**src/rtl/core/sit_pkg.sv**
```systemverilog
// Shared types and constants for the segment intersection test pipeline.
// Used by every module under rtl/core; depends on nothing else.
`default_nettype none

package sit_pkg;

	// Field positions in the input word, in coordinate units.
	localparam int NUM_FIELDS = 12;
	localparam int FLD_A_START = 0;
	localparam int FLD_A_END = 3;
	localparam int FLD_B_START = 6;
	localparam int FLD_B_END = 9;
	localparam int AXIS_X = 0;
	localparam int AXIS_Y = 1;
	localparam int AXIS_Z = 2;
	localparam int NUM_ORIENT = 4;

	// Result word: intersects in bit 0, case code in bits 2:1.
	localparam int OUT_W = 8;

	typedef enum logic [1:0] {
		ORI_COLLINEAR = 2'd0,
		ORI_CW        = 2'd1,
		ORI_CCW       = 2'd2
	} ori_t;

	typedef enum logic [1:0] {
		CASE_NONE   = 2'd0,
		CASE_CROSS  = 2'd1,
		CASE_TOUCH  = 2'd2,
		CASE_REJECT = 2'd3
	} case_t;

	// Endpoint-inside-box flags for the four endpoint tests.
	typedef struct packed {
		logic bs_in_a;
		logic be_in_a;
		logic as_in_b;
		logic ae_in_b;
	} box_t;

	typedef struct packed {
		ori_t o1;
		ori_t o2;
		ori_t o3;
		ori_t o4;
	} orient_set_t;

endpackage

`default_nettype wire

```
**src/rtl/core/sit_front.sv**
```systemverilog
// First pipeline stage: coordinate differences for the four cross products
// and the closed bounding-box tests in x, y and z. Depends on sit_pkg.
`default_nettype none

module sit_front #(
	parameter int COORD_BITS = 16
) (
	input  wire logic                         clk,
	input  wire logic                         en_s1,
	input  wire logic signed [COORD_BITS-1:0] crd [sit_pkg::NUM_FIELDS],
	output logic signed [COORD_BITS:0]        dqx_s1 [sit_pkg::NUM_ORIENT],
	output logic signed [COORD_BITS:0]        dqy_s1 [sit_pkg::NUM_ORIENT],
	output logic signed [COORD_BITS:0]        drx_s1 [sit_pkg::NUM_ORIENT],
	output logic signed [COORD_BITS:0]        dry_s1 [sit_pkg::NUM_ORIENT],
	output sit_pkg::box_t                     box_s1
);

	localparam int D = COORD_BITS + 1;

	// orient(p, q, r) operand points for o1..o4.
	localparam int P_IDX [sit_pkg::NUM_ORIENT] = '{sit_pkg::FLD_A_START,
		sit_pkg::FLD_A_START, sit_pkg::FLD_B_START, sit_pkg::FLD_B_START};
	localparam int Q_IDX [sit_pkg::NUM_ORIENT] = '{sit_pkg::FLD_A_END,
		sit_pkg::FLD_A_END, sit_pkg::FLD_B_END, sit_pkg::FLD_B_END};
	localparam int R_IDX [sit_pkg::NUM_ORIENT] = '{sit_pkg::FLD_B_START,
		sit_pkg::FLD_B_END, sit_pkg::FLD_A_START, sit_pkg::FLD_A_END};

	logic signed [D-1:0] dqx [sit_pkg::NUM_ORIENT];
	logic signed [D-1:0] dqy [sit_pkg::NUM_ORIENT];
	logic signed [D-1:0] drx [sit_pkg::NUM_ORIENT];
	logic signed [D-1:0] dry [sit_pkg::NUM_ORIENT];
	sit_pkg::box_t       box;

	function automatic logic in_span(input logic signed [COORD_BITS-1:0] s,
			input logic signed [COORD_BITS-1:0] t, input logic signed [COORD_BITS-1:0] e);
		in_span = ((t >= s) && (t <= e)) || ((t >= e) && (t <= s));
	endfunction

	function automatic logic in_box(input int s, input int t, input int e);
		logic ok;
		ok = 1'b1;
		for (int a = 0; a < 3; a++) begin
			ok = ok & in_span(crd[s + a], crd[t + a], crd[e + a]);
		end
		in_box = ok;
	endfunction

	always_comb begin
		for (int k = 0; k < sit_pkg::NUM_ORIENT; k++) begin
			dqx[k] = D'(crd[Q_IDX[k] + sit_pkg::AXIS_X]) - D'(crd[P_IDX[k] + sit_pkg::AXIS_X]);
			dqy[k] = D'(crd[Q_IDX[k] + sit_pkg::AXIS_Y]) - D'(crd[P_IDX[k] + sit_pkg::AXIS_Y]);
			drx[k] = D'(crd[R_IDX[k] + sit_pkg::AXIS_X]) - D'(crd[Q_IDX[k] + sit_pkg::AXIS_X]);
			dry[k] = D'(crd[R_IDX[k] + sit_pkg::AXIS_Y]) - D'(crd[Q_IDX[k] + sit_pkg::AXIS_Y]);
		end
		box.bs_in_a = in_box(sit_pkg::FLD_A_START, sit_pkg::FLD_B_START, sit_pkg::FLD_A_END);
		box.be_in_a = in_box(sit_pkg::FLD_A_START, sit_pkg::FLD_B_END, sit_pkg::FLD_A_END);
		box.as_in_b = in_box(sit_pkg::FLD_B_START, sit_pkg::FLD_A_START, sit_pkg::FLD_B_END);
		box.ae_in_b = in_box(sit_pkg::FLD_B_START, sit_pkg::FLD_A_END, sit_pkg::FLD_B_END);
	end

	always_ff @(posedge clk) begin
		if (en_s1) begin
			dqx_s1 <= dqx;
			dqy_s1 <= dqy;
			drx_s1 <= drx;
			dry_s1 <= dry;
			box_s1 <= box;
		end
	end

endmodule

`default_nettype wire

```
**config.mk**
```make
export PLATFORM = sky130hd
export DESIGN_NAME = sit_front
export DESIGN_NICKNAME = d
export VERILOG_FILES = /design/src/rtl/core/sit_pkg.sv /design/src/rtl/core/sit_front.sv
export SDC_FILE = /design/constraint.sdc
export NUM_CORES = 1
export LEC_CHECK = 0
export BUFFER_PORTS_ARGS = -buffer_cell sky130_fd_sc_hd__buf_4
export CORE_ASPECT_RATIO = 1.5
export CORE_MARGIN = 4
export CORE_UTILIZATION = 50
export DETAILED_ROUTE_END_ITERATION = 7
export PLACE_DENSITY = 0.79
export REMOVE_ABC_BUFFERS = 1
export SETUP_SLACK_MARGIN = 0.3
export SYNTH_ARGS = -nofsm -noshare
export SYNTH_HDL_FRONTEND = slang
export SYNTH_SLANG_ARGS = --single-unit
```
**constraint.sdc**
```tcl
create_clock -name clk -period 2.6 [get_ports clk]
set_input_delay 0.39 -clock clk [delete_from_list [all_inputs] [get_ports clk]]
set_output_delay 0.39 -clock clk [all_outputs]
set_load 0.005 [all_outputs]
```
# Yosys cells after proc, flatten, opt, wreduce, memory -nomap -nowiden
# Cells that the tools add are included.
[classes] mul=0 reduce_logical=36 addsub=12 mux=0 shifts=0 div=0 n_bitwise=8 magnitude_cmp=48 n_eq_ne=0
[op_table] cell="$ge 16x16->1" n=24
[op_table] cell="$le 16x16->1" n=24
[op_table] cell="$sub 16x16->17" n=12
[op_table] cell="$logic_and 1x1->1" n=24
[op_table] cell="$logic_or 1x1->1" n=12
[op_table] cell="$and 1x1->1" n=8
[word_totals] elab_cells=120 mem_bits_rw=0 romBits=0 in_bits=194 output_inout_bits=276 register_bits=208 latchBits=0 n_memories=0

# Depth between registers and ports, before layout
[depth] depth_word=5 mapped_depth=11 ltp_nobuf=11

# Least setup slack after synthesis
# Ideal clock, no wire load.
[synth_timing] kind="input to register" startpoint="input port crd[69] (netlist name)" endpoint="register box_s1[1] (netlist name) (data pin)" arrival_time_ns=2.433 setup_ns=0.261 stages=8 n_path_buf=0 t_required_ns=2.339 setup_slack_ns=-0.093 path_cell_list="inv_1 -> ha_1 -> a21o_1 -> a221o_1 -> a2111oi_0 -> mux2_2 -> xor2_1 -> o311a_1"
[synth_rtl] item="from (decl)" line_no="sit_front.sv:10" text="input wire logic signed [COORD_BITS-1:0] crd [sit_pkg::NUM_FIELDS],"
[synth_rtl] item="to (signal assigned)" line_no="sit_front.sv:67" text="box_s1 <= box;"
[synth_rtl] item="to (decl)" line_no="sit_front.sv:15" text="output sit_pkg::box_t box_s1"

==> metrics.txt <==
die area 40500 um2; core area 36800 um2; number of synthesized flops with an enable pin 206; met3 usage 0.0542; Sw Ratio 0.334; Iter 0 DRT Violations 1166; Layout Area Growth over Synthesis 46.3%; GP Congestion 0.994; largest net degree at the start of global routing 66; final slew viol count 0; Yosys warnings 0; I/O pin total 470; critical path capture point box_s1[1]; count of final hold-check violations 0; clock slew at reported path FFs 0.07 ns; final worst path period need 2.35 ns; Pre-antenna DRT Iters 5; CP endpoint kind flip-flop; number of core rows 86; post-synth top area share 0.332; first-pass GRT wire length 107 mm; total grt overflow 0; Area contributors post-synth edfxtp_1 33%, ha_1 20%, xnor2_1 6.0%; sequential share of the synthesized area 0.332; cell taking the most area after synthesis edfxtp_1; total wire length 73.3 mm; CTS Hold Bufs 0; Hold Worst Slack 0.212 ns; sequential share of power 0.335; Max Fclk 0.425 GHz; CP arrival 2.68 ns; Max VDD drop 516 uV; worst slew pin tran 0.705 ns; # DRC 0; final setup fails 0; # clock sinks 206; Die Ht 245 um; library cells used by synthesis 72; Vias 18600; total negative slack 0 ns; Routed Antenna Nets 0; Root Buffer clkbuf_16; met1 Track Usage GR 0.333; top-count cell post-synth ha_1; Main synth FF type edfxtp_1; nets 3327; fill count 2712; Final period util 0.905; initial antenna violation count 1; Slew Limit Headroom 0.518; TritonCTS clock tree done; Synth Cell Area 18700 um2; share of cells above drive strength 1 0.396; Avg Inst Size Synth 9.56 um2; WS Path Type in2reg; #FFs+latches synth 206; power share of the combinational group 0.418; Min-Delay Path Class in2reg; total clock buffers created by CTS 23; Leak Pwr 13.2 nW; Critical Path RT 2.93 ns; crit-path max FO 2; Pint 0.00920 W; pwr/cell area 506 nW/um2; FFs w/ async S/R, synth 0; vias in the first global route 19500; clock share of power 0.246; MaxCap Viol Count 0; port buffer count 469; CP startpoint kind primary input; CTS max path bufs 3; Finished Core Util 0.742; hpwl dp 60.5 mm; Most Crowded Layer GR met2; GRT Util Overall 0.338; Synth Instances 1952; RSZ-0062 raised after global routing yes; htree depth 1; status completed; die width 166 um; CP startpoint crd[77]; met2 usage 0.651; Vias/cell 5.59; Post-synth top cells 296 x ha_1, 227 x inv_1, 206 x edfxtp_1, 165 x a21oi_1, 127 x xnor2_1; WL/cell 22.0 um; initial core utilization 0.507; sw power 0.00461 W
-- registers in the layout, summed over array words and instances, names as in the netlist --
signal and cells:
box_s1 4, dqy_s1 34, dqx_s1 34, dry_s1 67, drx_s1 67
-- per-layer routing --
metal	vias up	part of all wire	wire [um]
li1	8743	-	-
met1	8885	0.33	24500
met2	727	0.54	39300
met3	247	0.054	3990
met4	0	0.075	5500
met5	-	0	0
-- cell type report --
| type | instances | area [um2] | area share |
|---|---|---|---|
| multi-input cells | 1423 | 11700 | 0.428 |
| clock buffers | 24 | 579 | 0.0212 |
| diodes | 1 | 2.50 | 0.0000916 |
| inverters | 227 | 872 | 0.0319 |
| flip-flops and latches | 206 | 6190 | 0.227 |
| well taps | 484 | 606 | 0.0222 |
| repair buffers | 944 | 7190 | 0.263 |
| clock inverters | 18 | 185 | 0.00678 |
-- stage by stage --
| step | instance area (um2) | instances | setup WS, ns | power [W] |
|---|---|---|---|---|
| final | 27300 | 3327 | 0.246 | 0.0138 |
| after global routing | 27300 | 3327 | 0.219 | 0.0145 |
| after CTS | 26600 | 3314 | 0.235 | 0.0136 |
| after detailed placement | 25600 | 3267 | -0.608 | 0.0101 |
| after global placement | 25600 | 3267 | -0.486 | 0.0100 |
| after floorplan | 18000 | 1856 | -0.0934 | 0.00696 |
-- critical path, cell delays in order --
cell and delay, ns:
buf_6 0.08, inv_4 0.04, ha_4 0.26, nand4_1 0.26, nor2_4 0.24, nand4_1 0.15, a21oi_2 0.20, a2111oi_4 0.07
buf_4 0.15, mux2_4 0.32, xor2_1 0.17, o311a_1 0.35
-- worst min-delay path by stage --
stage / slack, ns / to / cells past startpoint / startpoint
floorplan: 0.50 / box_s1[0] / 0 / en_s1
global placement: 0.79 / dry_s1[45] / 1 / dry_s1[45]
detailed placement: 0.78 / dqy_s1[34] / 3 / crd[160]
CTS: 0.19 / dqy_s1[34] / 3 / crd[160]
global route: 0.23 / dqy_s1[34] / 3 / crd[160]
finish: 0.21 / dqy_s1[34] / 3 / crd[160]
-- power by group through the flow --
stage,Combinational (W),Sequential (W),Clock [W]
after floorplan,0.00225,0.00470,0
after global placement,0.00535,0.00468,0
after detailed placement,0.00545,0.00468,0
after CTS,0.00555,0.00463,0.00344
after global routing,0.00619,0.00468,0.00361
final,0.00578,0.00464,0.00340
-- cell usage in the layout (no fill, tap or decap), types with 16 or more instances in the layout --
cell type and n:
nand4_1 34, ha_1 275, nor3_1 32, nand3_1 40, o21ai_0 66, edfxtp_1 206, inv_1 209, and3_1 25
o21a_1 36, xnor2_1 126, ha_4 18, a21oi_1 150, buf_6 16, o211ai_1 25, or3_1 17, buf_4 924
clkbuf_16 23, nand2_1 86, a21o_1 61, nor2_1 106, a211oi_1 20, nor2b_1 39, xor2_1 32
-- cell families (layout without fill, tap and decap cells) --
kind of cell,count (synthesis),count (layout),share of synthesized area
AOI/OAI and AO/OA,503,503,0.178
xor gates and xnor gates,159,159,0.0746
adders and majority gates,308,308,0.211
buffers and inverters,323,1213,0.0803
DFF,206,206,0.332
muxes,9,9,0.00503
other,0,1,0
and+or+nand+nor,444,444,0.119
-- timing repair --
| item | CTS | global route |
|---|---|---|
| resized for setup | 38 | 127 |
| hold endpoints to repair | 0 | 0 |
| pin swaps | 24 | 71 |
| endpoints found under the setup margin | 20 | 46 |
| setup buffers | 5 | 12 |
(Power assumes the default switching activity.)
